<file path="config.mk">
export PLATFORM = sky130hd
export DESIGN_NAME = hpt_mac
export DESIGN_NICKNAME = d
export VERILOG_FILES = /design/src/sv/heading_pid_turn_controller_unit_macros.svh /design/src/sv/hpt_pkg.sv /design/src/sv/hpt_mac.sv
export SDC_FILE = /design/constraint.sdc
export NUM_CORES = 2
export LEC_CHECK = 0
export BUFFER_PORTS_ARGS = -buffer_cell sky130_fd_sc_hd__buf_2
export CAP_MARGIN = 20
export CORE_ASPECT_RATIO = 0.9
export CORE_MARGIN = 2
export CORE_UTILIZATION = 60
export CTS_CLUSTER_DIAMETER = 40
export CTS_CLUSTER_SIZE = 12
export DETAILED_ROUTE_END_ITERATION = 8
export PLACE_DENSITY = 0.74
export SYNTH_ARGS = -nofsm -noshare
export SYNTH_HDL_FRONTEND = slang
export SYNTH_SLANG_ARGS = --single-unit
</file>
<file path="constraint.sdc">
create_clock -name clk -period 19 [get_ports clk]
set_input_delay 3.8 -clock clk [delete_from_list [all_inputs] [get_ports clk]]
set_output_delay 3.8 -clock clk [all_outputs]
set_load 0.005 [all_outputs]
</file>
<file path="src/sv/heading_pid_turn_controller_unit_macros.svh">
// Assertion macros for the heading turn controller.
// Each expects clk and rst_n in scope; no other dependencies.
`ifndef HEADING_PID_TURN_CONTROLLER_UNIT_MACROS_SVH
`define HEADING_PID_TURN_CONTROLLER_UNIT_MACROS_SVH

// Same-cycle implication, checked out of reset only
`define HPT_ASSERT_IMP(lbl, ante, cons, msg) \
  lbl: assert property (@(posedge clk) disable iff (!rst_n) (ante) |-> (cons)) \
    else $error(msg);

// Next-cycle implication, checked out of reset only
`define HPT_ASSERT_NEXT(lbl, ante, cons, msg) \
  lbl: assert property (@(posedge clk) disable iff (!rst_n) (ante) |=> (cons)) \
    else $error(msg);

`endif

</file>
<file path="src/sv/hpt_pkg.sv">
// Shared types and constants for the heading turn controller.
// No dependencies; imported by every module of the block.
`default_nettype none

package hpt_pkg;

  // Angle scale: headings and errors carry this many fraction bits
  localparam int ANG_FRAC = 4;

  // Field and register widths
  localparam int HEAD_W     = 13;
  localparam int TIME_W     = 32;
  localparam int GAIN_W     = 24;
  localparam int BRAKE_W    = 9;
  localparam int MS_W       = 16;
  localparam int ERR_W      = 13;
  localparam int DERR_W     = 14;
  localparam int ESUM_W     = 18;
  localparam int DRIVE_W    = 16;
  localparam int REASON_W   = 2;
  localparam int CFG_ADDR_W = 3;
  localparam int CFG_DATA_W = 24;
  localparam int IN_DATA_W  = 48;
  localparam int OUT_USER_W = 3;

  // Shared multiply-accumulate unit
  localparam int MUL_A_W   = 25;
  localparam int MUL_B_W   = 32;
  localparam int ACC_W     = MUL_A_W + MUL_B_W;
  localparam int BRK_SPLIT = 24;

  // Angle thresholds in scaled units
  localparam int DEG_1   = 1 << ANG_FRAC;
  localparam int DEG_15  = 15 << ANG_FRAC;
  localparam int DEG_20  = 20 << ANG_FRAC;
  localparam int DEG_180 = 180 << ANG_FRAC;
  localparam int DEG_360 = 360 << ANG_FRAC;

  // Limits
  localparam int ESUM_LIMIT  = 3000 << ANG_FRAC;
  localparam int DRIVE_LIMIT = 25600;

  // Output scaling shifts
  localparam int SHIFT_PLAIN = 8 + ANG_FRAC;
  localparam int SHIFT_BRAKE = SHIFT_PLAIN + 8;

  // floor(g*7/10) as (g * 7 * ceil(2^30/10)) >> 30
  localparam int CUT_SHIFT = 30;
  localparam int CUT_MULT  = 7 * ((1 << CUT_SHIFT) / 10 + 1);

  // Result reason codes
  typedef enum logic [REASON_W-1:0] {
    RSN_RUN     = 2'd0,
    RSN_SETTLED = 2'd1,
    RSN_TIMEOUT = 2'd2
  } reason_t;

  // Configuration register indexes
  typedef enum logic [CFG_ADDR_W-1:0] {
    CFG_TARGET  = 3'd0,
    CFG_PGAIN   = 3'd1,
    CFG_IGAIN   = 3'd2,
    CFG_DGAIN   = 3'd3,
    CFG_BRAKE   = 3'd4,
    CFG_TIMEOUT = 3'd5,
    CFG_SETTLE  = 3'd6
  } cfg_addr_t;

  // Sequencer states
  typedef enum logic [3:0] {
    ST_IDLE,
    ST_EVAL,
    ST_CUT_MUL,
    ST_CUT_WR,
    ST_PROP,
    ST_INTEG,
    ST_DERIV,
    ST_BRK_LO,
    ST_BRK_HI,
    ST_FIN,
    ST_OUT
  } hpt_state_t;

  // Operand selection for the shared unit
  typedef enum logic [2:0] {
    OP_NONE,
    OP_CUT,
    OP_PROP,
    OP_INTEG,
    OP_DERIV,
    OP_BRK_LO,
    OP_BRK_HI
  } op_sel_t;

  // Sequencer to datapath controls
  typedef struct packed {
    logic    in_ready;
    logic    eval;
    logic    mac_en;
    logic    mac_clr;
    logic    mac_sh_hi;
    op_sel_t op_sel;
    logic    cut_wr;
    logic    esum_wr;
    logic    brk_save;
    logic    fin;
    logic    out_valid;
  } ctrl_t;

  // Datapath to sequencer status
  typedef struct packed {
    logic idle_hit;
    logic tmo_hit;
    logic cut_hit;
    logic brake_hit;
  } status_t;

endpackage

`default_nettype wire

</file>
<file path="src/sv/hpt_mac.sv">
// Shared signed multiply-accumulate unit of the heading turn controller.
// Depends on hpt_pkg for operand and accumulator widths.
`default_nettype none

module hpt_mac (
  input  wire logic                               clk,
  input  wire logic                               en,
  input  wire logic                               clr,
  input  wire logic                               sh_hi,
  input  wire logic signed [hpt_pkg::MUL_A_W-1:0] op_a,
  input  wire logic signed [hpt_pkg::MUL_B_W-1:0] op_b,
  output logic signed      [hpt_pkg::ACC_W-1:0]   acc
);
  import hpt_pkg::*;

  logic signed [ACC_W-1:0] prod;
  logic signed [ACC_W-1:0] addend;
  logic signed [ACC_W-1:0] acc_r;
  logic signed [ACC_W-1:0] acc_nxt;

  // Form the product, optionally weighted by the upper split position
  always_comb begin
    prod    = op_a * op_b;
    addend  = sh_hi ? (prod <<< BRK_SPLIT) : prod;
    acc_nxt = (clr ? '0 : acc_r) + addend;
  end

  // Accumulate when enabled
  always_ff @(posedge clk) begin
    if (en) begin
      acc_r <= acc_nxt;
    end
  end

  assign acc = acc_r;

endmodule

`default_nettype wire

</file>
After elaboration in Yosys (flattened, before gate mapping)
Index checks and enable logic that the tools add are counted.
Word-level totals
  register bits after elaboration: 57
  input bits: 61
  output and inout port bits: 57
  logic and storage cells: 5
Operators by class
  $add $sub $neg: 1
  multipliers: 1
  multiplexer cells: 2
Operators by type and width (number)
  $mux 57: 2
  $add 57x57->57: 1
  $mul 25x32->57: 1

Longest topological paths before layout
  depth after elaboration: 3
  depth in mapped cells: 39
  gate-level depth less buffers: 36

Worst setup path after synthesis
Ideal clock, no wire load.
  kind: input to register
  from: input op_b[31] in the netlist's numbering
  to: register acc_r[56], in the netlist acc[56] (data pin)
  setup time: 0.268 ns
  data arrival time: 11.945 ns
  slack: 6.788 ns
  stages: 36
  path through: clkbuf_1 -> nand2_1 -> inv_1 -> fa_1 -> fa_1 -> fa_1 -> inv_1 -> fa_1 -> inv_1 -> fa_1 -> fa_1 -> inv_1 -> fa_1 -> inv_1 -> ha_1 -> clkbuf_1 -> a21oi_1 -> nand2_1 -> a21oi_1 -> o21ai_0 -> a31o_2 -> a31oi_1 -> o21ai_0 -> a41oi_1 -> xor2_1 -> mux2i_1 -> ha_1 -> clkbuf_1 -> and4_1 -> and4_1 -> nand4_1 -> o31ai_2 -> a21oi_1 -> nand3_1 -> a31oi_1 -> xnor3_1
On the way
  cells in the longest elaborated chain, start to end: 3
Ends and longest elaborated chain
  start, declared: RTL line hpt_mac.sv:11  | input wire logic signed [hpt_pkg::MUL_B_W-1:0] op_b,
  $mul 25x32->57: RTL line hpt_mac.sv:23  | prod = op_a * op_b;
  $mux 57: RTL line hpt_mac.sv:24  | addend = sh_hi ? (prod <<< BRK_SPLIT) : prod;
  $add 57x57->57: RTL line hpt_mac.sv:25  | acc_nxt = (clr ? '0 : acc_r) + addend;
  net acc_nxt[56]: RTL line hpt_mac.sv:19  | logic signed [ACC_W-1:0] acc_nxt;
  end signal, assigned: RTL line hpt_mac.sv:31  | acc_r <= acc_nxt;
  end, declared: RTL line hpt_mac.sv:18  | logic signed [ACC_W-1:0] acc_r;
The timed path passes the listed nets, and every way through them passes these cells.
A chain may end at the register's enable or synchronous reset.

Final worst setup path
  from: input op_a[10] in the netlist's numbering
  to: register acc_r[56], in the netlist acc[56] (data pin)
On the way
  cells in the longest elaborated chain, start to end: 3
Ends and longest elaborated chain
  start, declared: RTL line hpt_mac.sv:10  | input wire logic signed [hpt_pkg::MUL_A_W-1:0] op_a,
  $mul 25x32->57: RTL line hpt_mac.sv:23
  $mux 57: RTL line hpt_mac.sv:24
  $add 57x57->57: RTL line hpt_mac.sv:25
  net acc_nxt[56]: RTL line hpt_mac.sv:19
The timed path passes the listed nets, and every way through them passes these cells.

==> flow_summary.ini <==
[status]
status = finished, final reports clean

[synthesis]
synth_async_sr_flop_share_pct = 0
ys_seq_elements = 57
syn_inst = 3789
synth_top_area_share_pct = 48.2
synth-edff-count = 57
synth_area_sq_um = 34000
ys_seq_area_share_pct = 5.03
synth_flop_cell = edfxtp_1
syn_nets = 4881
synth.distinct_cells = 74
synth_top_cell_by_area = fa_1
avgSynthCellArea_sq_um = 8.98
yosys_warnings = 0
synth_area_leaders = fa_1 (48%), inv_1 (9.2%), ha_1 (7.8%)

[clock_tree]
cts_tree = done
cts-root-buf = clkbuf_16
cts.sinks = 57
cts-hold-fix-buffers = 0
cts_setup_buffers = 0
clockBufferDepth = 2
insertion_delay_ps = 350
cts_max_level = 3
cts_made_buffers = 9
cts_resized = 0
clk_pin_slew_worst_paths_ps = 60

[critical_path]
crit_fanout = 32
cp.required_ps = 19090
crit_path_max_incr_delay_ps = 590
path_class = in -> reg
cpMostUsedCell = fa_1
end_kind = flop
cp_slowest_cell = buf_2
critPathArrivalTime_ps = 14010
startpoint_type = input port

[job]
max_cap_violations = 0

[timing]
slew_viol_final = 0
clock_skew_ps = 7.28
rsz0062_at_grt = false
worstMarginPinSlew_ps = 1090
fin_crit_sh_pct = 73.2
post-route-min-period_ps = 13920
finalSetupTns_ps = 0
fmax_mhz = 71.9
relSlewSlack_pct = 27.6
setup_viol = 0
hold_viol_final = 0

[finish]
area_growth_pct = 3.47
drive_gt1_share_pct = 4.18
finalNonFillerCells = 4493
nets = 4822
largest_register_ffs = 57
utilization_pct = 63.0

[drt]
drt_iter0_markers = 1801
post_drt_wl_per_cell_um = 19.8
via_count = 25700
drt_pre_antenna_iters = 6
drt-total-wl_um = 89000
vias_per_cell = 5.73
drc_errors = 0
drtAntennaViolNets = 0

[place]
dp_cells = 4475
gp_congestion = 0.947
place_hpwl_um = 72300
port_buffers = 117

[grt]
grt_util_met3_pct = 5.46
use_met1_pct = 42.5
grt_pass1_vias = 27400
grt_overflow_total = 0
grt_util_all_layers_pct = 32.0
grt-busiest-layer = met2
grt_max_degree = 68
use_met2_pct = 52.9
antenna_found_initial = 2
grt_pass1_wl_um = 145000

[floorplanning]
die_w_um = 255
die_y_um = 230
row_count = 82
coreArea_sq_um = 55900
start_util_pct = 60.9
die_area_sq_um = 58600
io_pins = 118

[worst_hold_path]
min_path_type = reg -> reg
==> cell usage in the layout, fill, tap and decap left out, types with 24 or more instances in the layout <==
cell / instances
xnor2_1: 71
a21o_1: 49
and2_1: 370
nand2b_1: 28
edfxtp_1: 57
a21oi_1: 113
nor2_1: 95
inv_1: 833
nand4_1: 24
fa_1: 820
nor2b_1: 71
o21ai_0: 74
nand2_1: 497
xor2_1: 34
ha_1: 211
nand3_1: 32
buf_2: 117
==> worst max-delay path: cells and delay by family <==
family                   cells  cell delay [ps]
AO/OA/AOI/OAI                9             2190
AND/OR/NAND/NOR              7             1570
buffers and inverters        6              860
multiplexers                 1              290
XOR/XNOR                     2              840
adder cells (fa/ha/maj)      9             4450
==> cells in the mapped netlist, drive strengths merged (8+ instances only) <==
cell type  instances
inv              833
fa               820
nand2            497
and2             371
ha               211
clkbuf           182
a21oi            114
nor2              95
o21ai             83
nor2b             71
xnor2             71
edfxtp            57
a21o              49
xor2              34
nand3             32
nand2b            28
nand4             24
a31oi             18
and3              17
nor3              17
o21bai            17
o21a              14
a211oi            12
buf                9
mux2i              9
nor3b              9
o211ai             8
==> logic make-up after synthesis <==
kind of cell    count (synthesis)  synth area share (%)
compound gates                375                  7.14
xor+xnor                      106                  2.77
fa+ha+maj                    1031                  56.0
buf+inv                      1024                  11.3
flops                          57                  5.03
mux                            10                 0.298
simple gates                 1186                  17.4
==> stage by stage <==
stage / hold slack (ps) / area, sq um / setup WS (ps)
after floorplan: 697 / 34000 / 6790
after detailed placement: 732 / 34900 / 4960
after global placement: 699 / 34900 / 4940
final: 725 / 35200 / 5080
after CTS: 741 / 35200 / 5280
after global routing: 810 / 35200 / 4550
==> metal layers <==
metal,up-vias,wire [um]
met5,-,0
met4,0,4000
met3,219,7220
met2,1087,43300
met1,13200,34500
li1,11200,-
==> path summary, 6_finish.rpt <==
| check | start | to | slack [ps] | cells past startpoint |
|---|---|---|---|---|
| setup / recovery | op_a[10] | acc[56]$_DFFE_PP_ | 5080 | 34 |
| hold / removal | acc[0]$_DFFE_PP_ | acc[0]$_DFFE_PP_ | 720 | 2 |
| setup reg to reg | acc[0]$_DFFE_PP_ | acc[56]$_DFFE_PP_ | 14960 | 14 |
| hold reg to reg | acc[0]$_DFFE_PP_ | acc[0]$_DFFE_PP_ | 720 | 2 |
==> area by class of cell <==
cell class / instances / area, sq um
clock buffers: 9 / 225
multi-input cells: 2708 / 28500
well taps: 756 / 946
inverters: 833 / 3130
flip-flops and latches: 57 / 1710
fillers: 4819 / 20700
clock inverters: 7 / 119
repair buffers: 121 / 616
diodes: 2 / 5.00
Power is left out: the tool's default activity adds up to more than one toggle a clock period on the data nets, which glitch-free logic cannot reach.
