File: src/sv/heading_pid_turn_controller_unit_macros.svh
// Assertion macros for the heading turn controller.
// Each expects clk and rst_n in scope; no other dependencies.
`ifndef HEADING_PID_TURN_CONTROLLER_UNIT_MACROS_SVH
`define HEADING_PID_TURN_CONTROLLER_UNIT_MACROS_SVH

// Same-cycle implication, checked out of reset only
`define HPT_ASSERT_IMP(lbl, ante, cons, msg) \
  lbl: assert property (@(posedge clk) disable iff (!rst_n) (ante) |-> (cons)) \
    else $error(msg);

// Next-cycle implication, checked out of reset only
`define HPT_ASSERT_NEXT(lbl, ante, cons, msg) \
  lbl: assert property (@(posedge clk) disable iff (!rst_n) (ante) |=> (cons)) \
    else $error(msg);

`endif

File: src/sv/hpt_pkg.sv
// Shared types and constants for the heading turn controller.
// No dependencies; imported by every module of the block.
`default_nettype none

package hpt_pkg;

  // Angle scale: headings and errors carry this many fraction bits
  localparam int ANG_FRAC = 4;

  // Field and register widths
  localparam int HEAD_W     = 13;
  localparam int TIME_W     = 32;
  localparam int GAIN_W     = 24;
  localparam int BRAKE_W    = 9;
  localparam int MS_W       = 16;
  localparam int ERR_W      = 13;
  localparam int DERR_W     = 14;
  localparam int ESUM_W     = 18;
  localparam int DRIVE_W    = 16;
  localparam int REASON_W   = 2;
  localparam int CFG_ADDR_W = 3;
  localparam int CFG_DATA_W = 24;
  localparam int IN_DATA_W  = 48;
  localparam int OUT_USER_W = 3;

  // Shared multiply-accumulate unit
  localparam int MUL_A_W   = 25;
  localparam int MUL_B_W   = 32;
  localparam int ACC_W     = MUL_A_W + MUL_B_W;
  localparam int BRK_SPLIT = 24;

  // Angle thresholds in scaled units
  localparam int DEG_1   = 1 << ANG_FRAC;
  localparam int DEG_15  = 15 << ANG_FRAC;
  localparam int DEG_20  = 20 << ANG_FRAC;
  localparam int DEG_180 = 180 << ANG_FRAC;
  localparam int DEG_360 = 360 << ANG_FRAC;

  // Limits
  localparam int ESUM_LIMIT  = 3000 << ANG_FRAC;
  localparam int DRIVE_LIMIT = 25600;

  // Output scaling shifts
  localparam int SHIFT_PLAIN = 8 + ANG_FRAC;
  localparam int SHIFT_BRAKE = SHIFT_PLAIN + 8;

  // floor(g*7/10) as (g * 7 * ceil(2^30/10)) >> 30
  localparam int CUT_SHIFT = 30;
  localparam int CUT_MULT  = 7 * ((1 << CUT_SHIFT) / 10 + 1);

  // Result reason codes
  typedef enum logic [REASON_W-1:0] {
    RSN_RUN     = 2'd0,
    RSN_SETTLED = 2'd1,
    RSN_TIMEOUT = 2'd2
  } reason_t;

  // Configuration register indexes
  typedef enum logic [CFG_ADDR_W-1:0] {
    CFG_TARGET  = 3'd0,
    CFG_PGAIN   = 3'd1,
    CFG_IGAIN   = 3'd2,
    CFG_DGAIN   = 3'd3,
    CFG_BRAKE   = 3'd4,
    CFG_TIMEOUT = 3'd5,
    CFG_SETTLE  = 3'd6
  } cfg_addr_t;

  // Sequencer states
  typedef enum logic [3:0] {
    ST_IDLE,
    ST_EVAL,
    ST_CUT_MUL,
    ST_CUT_WR,
    ST_PROP,
    ST_INTEG,
    ST_DERIV,
    ST_BRK_LO,
    ST_BRK_HI,
    ST_FIN,
    ST_OUT
  } hpt_state_t;

  // Operand selection for the shared unit
  typedef enum logic [2:0] {
    OP_NONE,
    OP_CUT,
    OP_PROP,
    OP_INTEG,
    OP_DERIV,
    OP_BRK_LO,
    OP_BRK_HI
  } op_sel_t;

  // Sequencer to datapath controls
  typedef struct packed {
    logic    in_ready;
    logic    eval;
    logic    mac_en;
    logic    mac_clr;
    logic    mac_sh_hi;
    op_sel_t op_sel;
    logic    cut_wr;
    logic    esum_wr;
    logic    brk_save;
    logic    fin;
    logic    out_valid;
  } ctrl_t;

  // Datapath to sequencer status
  typedef struct packed {
    logic idle_hit;
    logic tmo_hit;
    logic cut_hit;
    logic brake_hit;
  } status_t;

endpackage

`default_nettype wire

File: src/sv/hpt_ctrl.sv
// Sequencer of the heading turn controller: steps one item through the
// shared multiply-accumulate unit. Depends on hpt_pkg.
`default_nettype none

module hpt_ctrl (
  input  wire logic             clk,
  input  wire logic             rst_n,
  input  wire logic             in_valid,
  input  wire logic             out_ready,
  input  wire hpt_pkg::status_t sts,
  output hpt_pkg::ctrl_t        ctl
);
  import hpt_pkg::*;

  hpt_state_t state_r;
  hpt_state_t state_nxt;

  // Hold or advance the state
  always_ff @(posedge clk) begin
    if (!rst_n) begin
      state_r <= ST_IDLE;
    end else begin
      state_r <= state_nxt;
    end
  end

  // Next state
  always_comb begin
    state_nxt = state_r;
    case (state_r)
      ST_IDLE: begin
        if (in_valid) state_nxt = ST_EVAL;
      end
      ST_EVAL: begin
        if (sts.idle_hit || sts.tmo_hit) state_nxt = ST_OUT;
        else if (sts.cut_hit)            state_nxt = ST_CUT_MUL;
        else                             state_nxt = ST_PROP;
      end
      ST_CUT_MUL: state_nxt = ST_CUT_WR;
      ST_CUT_WR:  state_nxt = ST_PROP;
      ST_PROP:    state_nxt = ST_INTEG;
      ST_INTEG:   state_nxt = ST_DERIV;
      ST_DERIV: begin
        state_nxt = sts.brake_hit ? ST_BRK_LO : ST_FIN;
      end
      ST_BRK_LO:  state_nxt = ST_BRK_HI;
      ST_BRK_HI:  state_nxt = ST_FIN;
      ST_FIN:     state_nxt = ST_OUT;
      ST_OUT: begin
        if (out_ready) state_nxt = ST_IDLE;
      end
      default:    state_nxt = ST_IDLE;
    endcase
  end

  // Control outputs per state
  always_comb begin
    ctl = '0;
    case (state_r)
      ST_IDLE: ctl.in_ready = 1'b1;
      ST_EVAL: ctl.eval = 1'b1;
      ST_CUT_MUL: begin
        ctl.mac_en  = 1'b1;
        ctl.mac_clr = 1'b1;
        ctl.op_sel  = OP_CUT;
      end
      ST_CUT_WR: ctl.cut_wr = 1'b1;
      ST_PROP: begin
        ctl.mac_en  = 1'b1;
        ctl.mac_clr = 1'b1;
        ctl.op_sel  = OP_PROP;
        ctl.esum_wr = 1'b1;
      end
      ST_INTEG: begin
        ctl.mac_en = 1'b1;
        ctl.op_sel = OP_INTEG;
      end
      ST_DERIV: begin
        ctl.mac_en = 1'b1;
        ctl.op_sel = OP_DERIV;
      end
      ST_BRK_LO: begin
        ctl.mac_en   = 1'b1;
        ctl.mac_clr  = 1'b1;
        ctl.op_sel   = OP_BRK_LO;
        ctl.brk_save = 1'b1;
      end
      ST_BRK_HI: begin
        ctl.mac_en    = 1'b1;
        ctl.mac_sh_hi = 1'b1;
        ctl.op_sel    = OP_BRK_HI;
      end
      ST_FIN: ctl.fin = 1'b1;
      ST_OUT: ctl.out_valid = 1'b1;
      default: ctl = '0;
    endcase
  end

endmodule

`default_nettype wire

File: config.mk
export PLATFORM = sky130hd
export DESIGN_NAME = hpt_ctrl
export DESIGN_NICKNAME = d
export VERILOG_FILES = /design/src/sv/heading_pid_turn_controller_unit_macros.svh /design/src/sv/hpt_pkg.sv /design/src/sv/hpt_ctrl.sv
export SDC_FILE = /design/constraint.sdc
export NUM_CORES = 1
export LEC_CHECK = 0
export ABC_AREA = 1
export BUFFER_PORTS_ARGS = -buffer_cell sky130_fd_sc_hd__buf_2
export CORE_AREA = 2 2 39 41
export CTS_BUF_LIST = sky130_fd_sc_hd__clkbuf_16
export CTS_CLUSTER_DIAMETER = 30
export CTS_CLUSTER_SIZE = 20
export DETAILED_ROUTE_END_ITERATION = 12
export DIE_AREA = 0 0 41 43
export PLACE_DENSITY_LB_ADDON = 0.15
export SYNTH_ARGS = -nofsm -noshare
export SYNTH_HDL_FRONTEND = slang
export SYNTH_SLANG_ARGS = --single-unit
export TNS_END_PERCENT = 10
File: constraint.sdc
create_clock -name clk -period 1.24 [get_ports clk]
set_input_delay 0.062 -clock clk [delete_from_list [all_inputs] [get_ports clk]]
set_output_delay 0.062 -clock clk [all_outputs]
set_load 0.03 [all_outputs]
After elaboration in Yosys (flattened, before gate mapping)
Cells that the tools add are included.
{"block": "classes", "eq_ne": 12, "n_mux": 17, "reduce_logical": 5}
{"op": "case mux 4 bit (11 select lines)", "n": 1}
{"op": "case mux 3 bit (6 select lines)", "n": 1}
{"op": "equality test 4 x 3 -> 1 bit (second input constant)", "n": 4}
{"op": "two-way mux 4 bit", "n": 4}
{"op": "equality test 4 bit (second input constant)", "n": 3}
{"op": "two-way mux 1 bit", "n": 10}
{"op": "equality test 4 x 2 -> 1 bit (second input constant)", "n": 2}
{"op": "OR reduction 6 bit", "n": 1}
{"op": "equality test 4 x 1 -> 1 bit (second input constant)", "n": 1}
{"op": "zero test 4 bit", "n": 1}
{"op": "!= test 2 bit (second input constant)", "n": 2}
{"op": "two-way mux 3 bit", "n": 1}
{"op": "OR reduction 3 bit", "n": 1}
{"op": "AND reduction 2 bit", "n": 1}
{"op": "logical OR 1 bit", "n": 1}
{"block": "totals", "reg_bits": 4, "input_bits": 8, "output_inout_bits": 13, "word_cells": 35}

Logic depth before layout (Yosys ltp)
{"block": "depth", "ltp_word": 3, "mapped_depth": 7, "ltp_nobuf": 7}

Least setup slack after synthesis
No wires, ideal clock.
{"block": "synth_path", "kind": "register to output", "from": "register state_r[2]", "to": "output ctl[7] (netlist name)", "arrival_ns": 1.425, "required_time_ns": 1.178, "slack_ns": -0.247, "path_stages_with_launch": 6, "n_path_buf": 0, "path_cell_list": "dfxtp_1 > inv_2 > nand2_4 > nor2_1 > nor2_1 > o21ai_0"}
{"element": "start: declaration", "line_no": "hpt_ctrl.sv:15", "source": "hpt_state_t state_r;"}
{"element": "start signal: assignment", "line_no": "hpt_ctrl.sv:23", "source": "state_r <= state_nxt;"}
{"element": "end: declaration", "line_no": "hpt_ctrl.sv:11", "source": "output hpt_pkg::ctrl_t ctl"}

==> parameters.txt <==
Parameter                              Value

Placement
  Port buffer count    20
  Final Wtd Congestion    0.825
  Sum of net half-perimeters after detailed placement    925 um
  Cells after DPL    109

Yosys
  Yosys synthesis warning count    0
  Synthesized area per cell    5.68 um^2
  Cell Area, Synth    409 um^2
  Number of different library cells in the post-synthesis netlist    18
  Synthesized net count    80
  Sequential cell area fraction in the yosys report    19.6%
  Post-synthesis sequential element count    4
  Post-Synthesis Cells    72

Pwr
  Switching part of the total    46.4%
  Sum of internal, switching and leakage power    1880 uW
  Power density over the cells    2560 nW/um^2
  Leakage power    0.000414 uW
  Comb pwr share    58.6%
  Net Switching    873 uW
  Peak supply drop    1300 uV
  Internal cell power    1010 uW
  Part of the power in the clock network    26.6%
  Flop pwr share    14.8%

Layout
  Max reg flops    4
  Largest registers    state_r x4
  Area Overhead vs Synth    79.8%
  Util after Layout    53.2%
  Ratio of cells with drive above 1 in the final layout    51.5%
  Filler cell count    146
  Number of nets in the layout    111
  Post-layout instance count excluding filler cells    117
  Number of antenna repair diodes    0
  Register with the most flip-flops    state_r

Clock tree
  Root buffer selected by CTS    clkbuf_16
  Number of buffers created by CTS    3
  Clk slew on worst S/H paths    30 ps
  Clock tree sinks    4
  Number of buffers on the longest clock path    2
  CTS tree    yes
  Number of levels in the clock H-tree    1
  Clock insertion delay at the later pin of the skew report    220 ps

Timing
  Setup repair after global routing missed its margin    true
  Actual slew at the worst max-slew pin    182 ps
  Max-slew violation count    0
  Final count of negative-setup-slack endpoints    1
  Worst-case clock skew    3.86 ps
  Worst setup slack after layout    -6.20 ps
  Relative slew margins    87.8%
  Final critical-path required period    1250 ps
  Final-layout setup total negative slack    -6.20 ps
  Achievable Freq    802 MHz
  Share of the cycle needed by the critical path after routing    101%
  Final count of hold timing violations    0

Route
  Vias per cell    4.79
  WL final    1.29 mm
  Detail-routed net length per standard cell    11.0 um
  Routed vias    561
  Remaining antenna violation count after routing    0
  First-iteration detailed-routing DRC count    6
  Count of TritonRoute iterations in the first routing pass    4
  Residual DRC    0

Die
  Height of the die    43 um
  Initial Util    29.6%
  Die ar.    1760 um^2
  IO Count    21
  Std-Cell Rows    14
  DIE WIDTH    41 um
  Placeable core region    1380 um^2

Worst setup path
  Critical path launch point    state_r[2]
  CP Data Required Time    1180 ps
  Worst R2R Start    state_r[2]
  Number of cells traversed by the worst register-to-register path    6
  CP startpoint kind    flop
  Max Fanout on Critical Path    5
  Reg-to-reg slack, setup    160 ps
  R2r endpoint    state_r[1]
  Critical setup path kind    flop to output pin
  Capture point of the critical path    ctl[5]
  Arrival time reported for the critical path endpoint    1180 ps
  Critical Path End Type    output pin

Min path
  Classification of the worst-slack hold path    input port to flop

GRT
  Vias in the first global route    483
  Residual overflow from global routing    0
  Initial antenna violation count    0
  Global Route met1 Usage    19.6%
  Met3 Track Usage GR    7.85%
  Most heavily used metal layer in global routing    met2
  GR Util All Layers    15.8%
  GR Layer Usage met2    24.4%
  First-pass GRT wire length    1.88 mm
  Maximum number of pins on one net before global-route repair    8

Run
  Max-cap viol count    0

Run status
  Status    finished, violations left
  Violations in the final reports    setup timing
[layout by cell type, fill, tap and decap left out, types with 3 or more instances in the layout]
master,instances
clkbuf_16,3
nand2_4,3
inv_1,11
nor2_1,7
buf_4,9
dfxtp_4,4
nand2_1,13
nor2_4,3
nand3_1,7
nor2_2,4
buf_2,15
[cell families (layout without fill, tap and decap cells)]
group / Yosys count / after routing / synth area share, %
simple gates: 45 / 45 / 56.9
buf+inv: 17 / 46 / 15.6
compound gates: 6 / 6 / 7.95
flops: 4 / 4 / 19.6
[how the worst min path moves through the flow]
stage / from / endpoint / slack (ps) / cells after the start
floorplan: rst_n / state_r[1] / 160 / 2
global placement: rst_n / state_r[3] / 320 / 3
detailed placement: rst_n / state_r[3] / 310 / 3
CTS: rst_n / state_r[3] / 90 / 3
global route: rst_n / state_r[3] / 90 / 3
finish: rst_n / state_r[3] / 80 / 3
[per-stage QoR]
stage	hold slack [ps]	setup slack (ps)	cell area, um^2
floorplan	160	-66.7	422
global placement	320	88.5	549
detailed placement	313	117	549
CTS	85.2	3.23	702
global route	93.0	-35.5	736
finish	77.2	-6.20	736
[synth_stat cells]
cell / n / share of area (%)
nor2_2: 2 / 3.1
nor3_1: 2 / 2.4
o211ai_1: 1 / 1.8
nand4_1: 2 / 3.1
nand2_1: 14 / 13
nand3b_1: 1 / 1.8
nor2_1: 11 / 10
nand2_4: 3 / 8.3
inv_1: 12 / 11
nor2_4: 1 / 2.8
o21ai_1: 1 / 1.2
nand3_1: 7 / 8.6
nand3_2: 1 / 2.4
nand2_2: 1 / 1.5
o21ai_0: 3 / 3.7
dfxtp_1: 4 / 20
a21oi_1: 1 / 1.2
inv_2: 5 / 4.6
[power by group through the flow]
stage	registers [uW]	logic (uW)	clock network, uW
final	278	1100	500
after global placement	231	901	0
after detailed placement	230	890	0
after global routing	285	1190	519
after CTS	263	1030	502
after floorplan	225	672	0
[layout make-up]
class                      instances  area [um^2]  area share, %
tap                               16         20.0           2.72
clock buffer                       3         75.1           10.2
multi-input combinational         51          302           41.0
sequential                         4         95.1           12.9
inverter                          17         78.8           10.7
timing repair buffer              26          165           22.4
[critical path: stages (launching register included)]
cell and delay [ps]:
dfxtp_4 370, inv_4 90, nand2_4 70, nor2_2 120
inv_2 50, o21ai_0 70, buf_4 180
[layer usage]
layer  vias up  share of wire (%)
met5         -                  0
met1       256                 42
met2        20                 51
met4         0                  0
met3         0                7.0
li1        285                  -
[repair_timing]
action | in CTS | in global routing
hold endpoints to repair | 0 | 0
resized for setup | 19 | 9
gates cloned | 0 | 0
hold buffers | 0 | 0
setup buffers | 3 | 2
setup endpoints to repair | 6 | 6
pin swaps | 3 | 2
No activity file was read; power rests on OpenSTA's default activity.
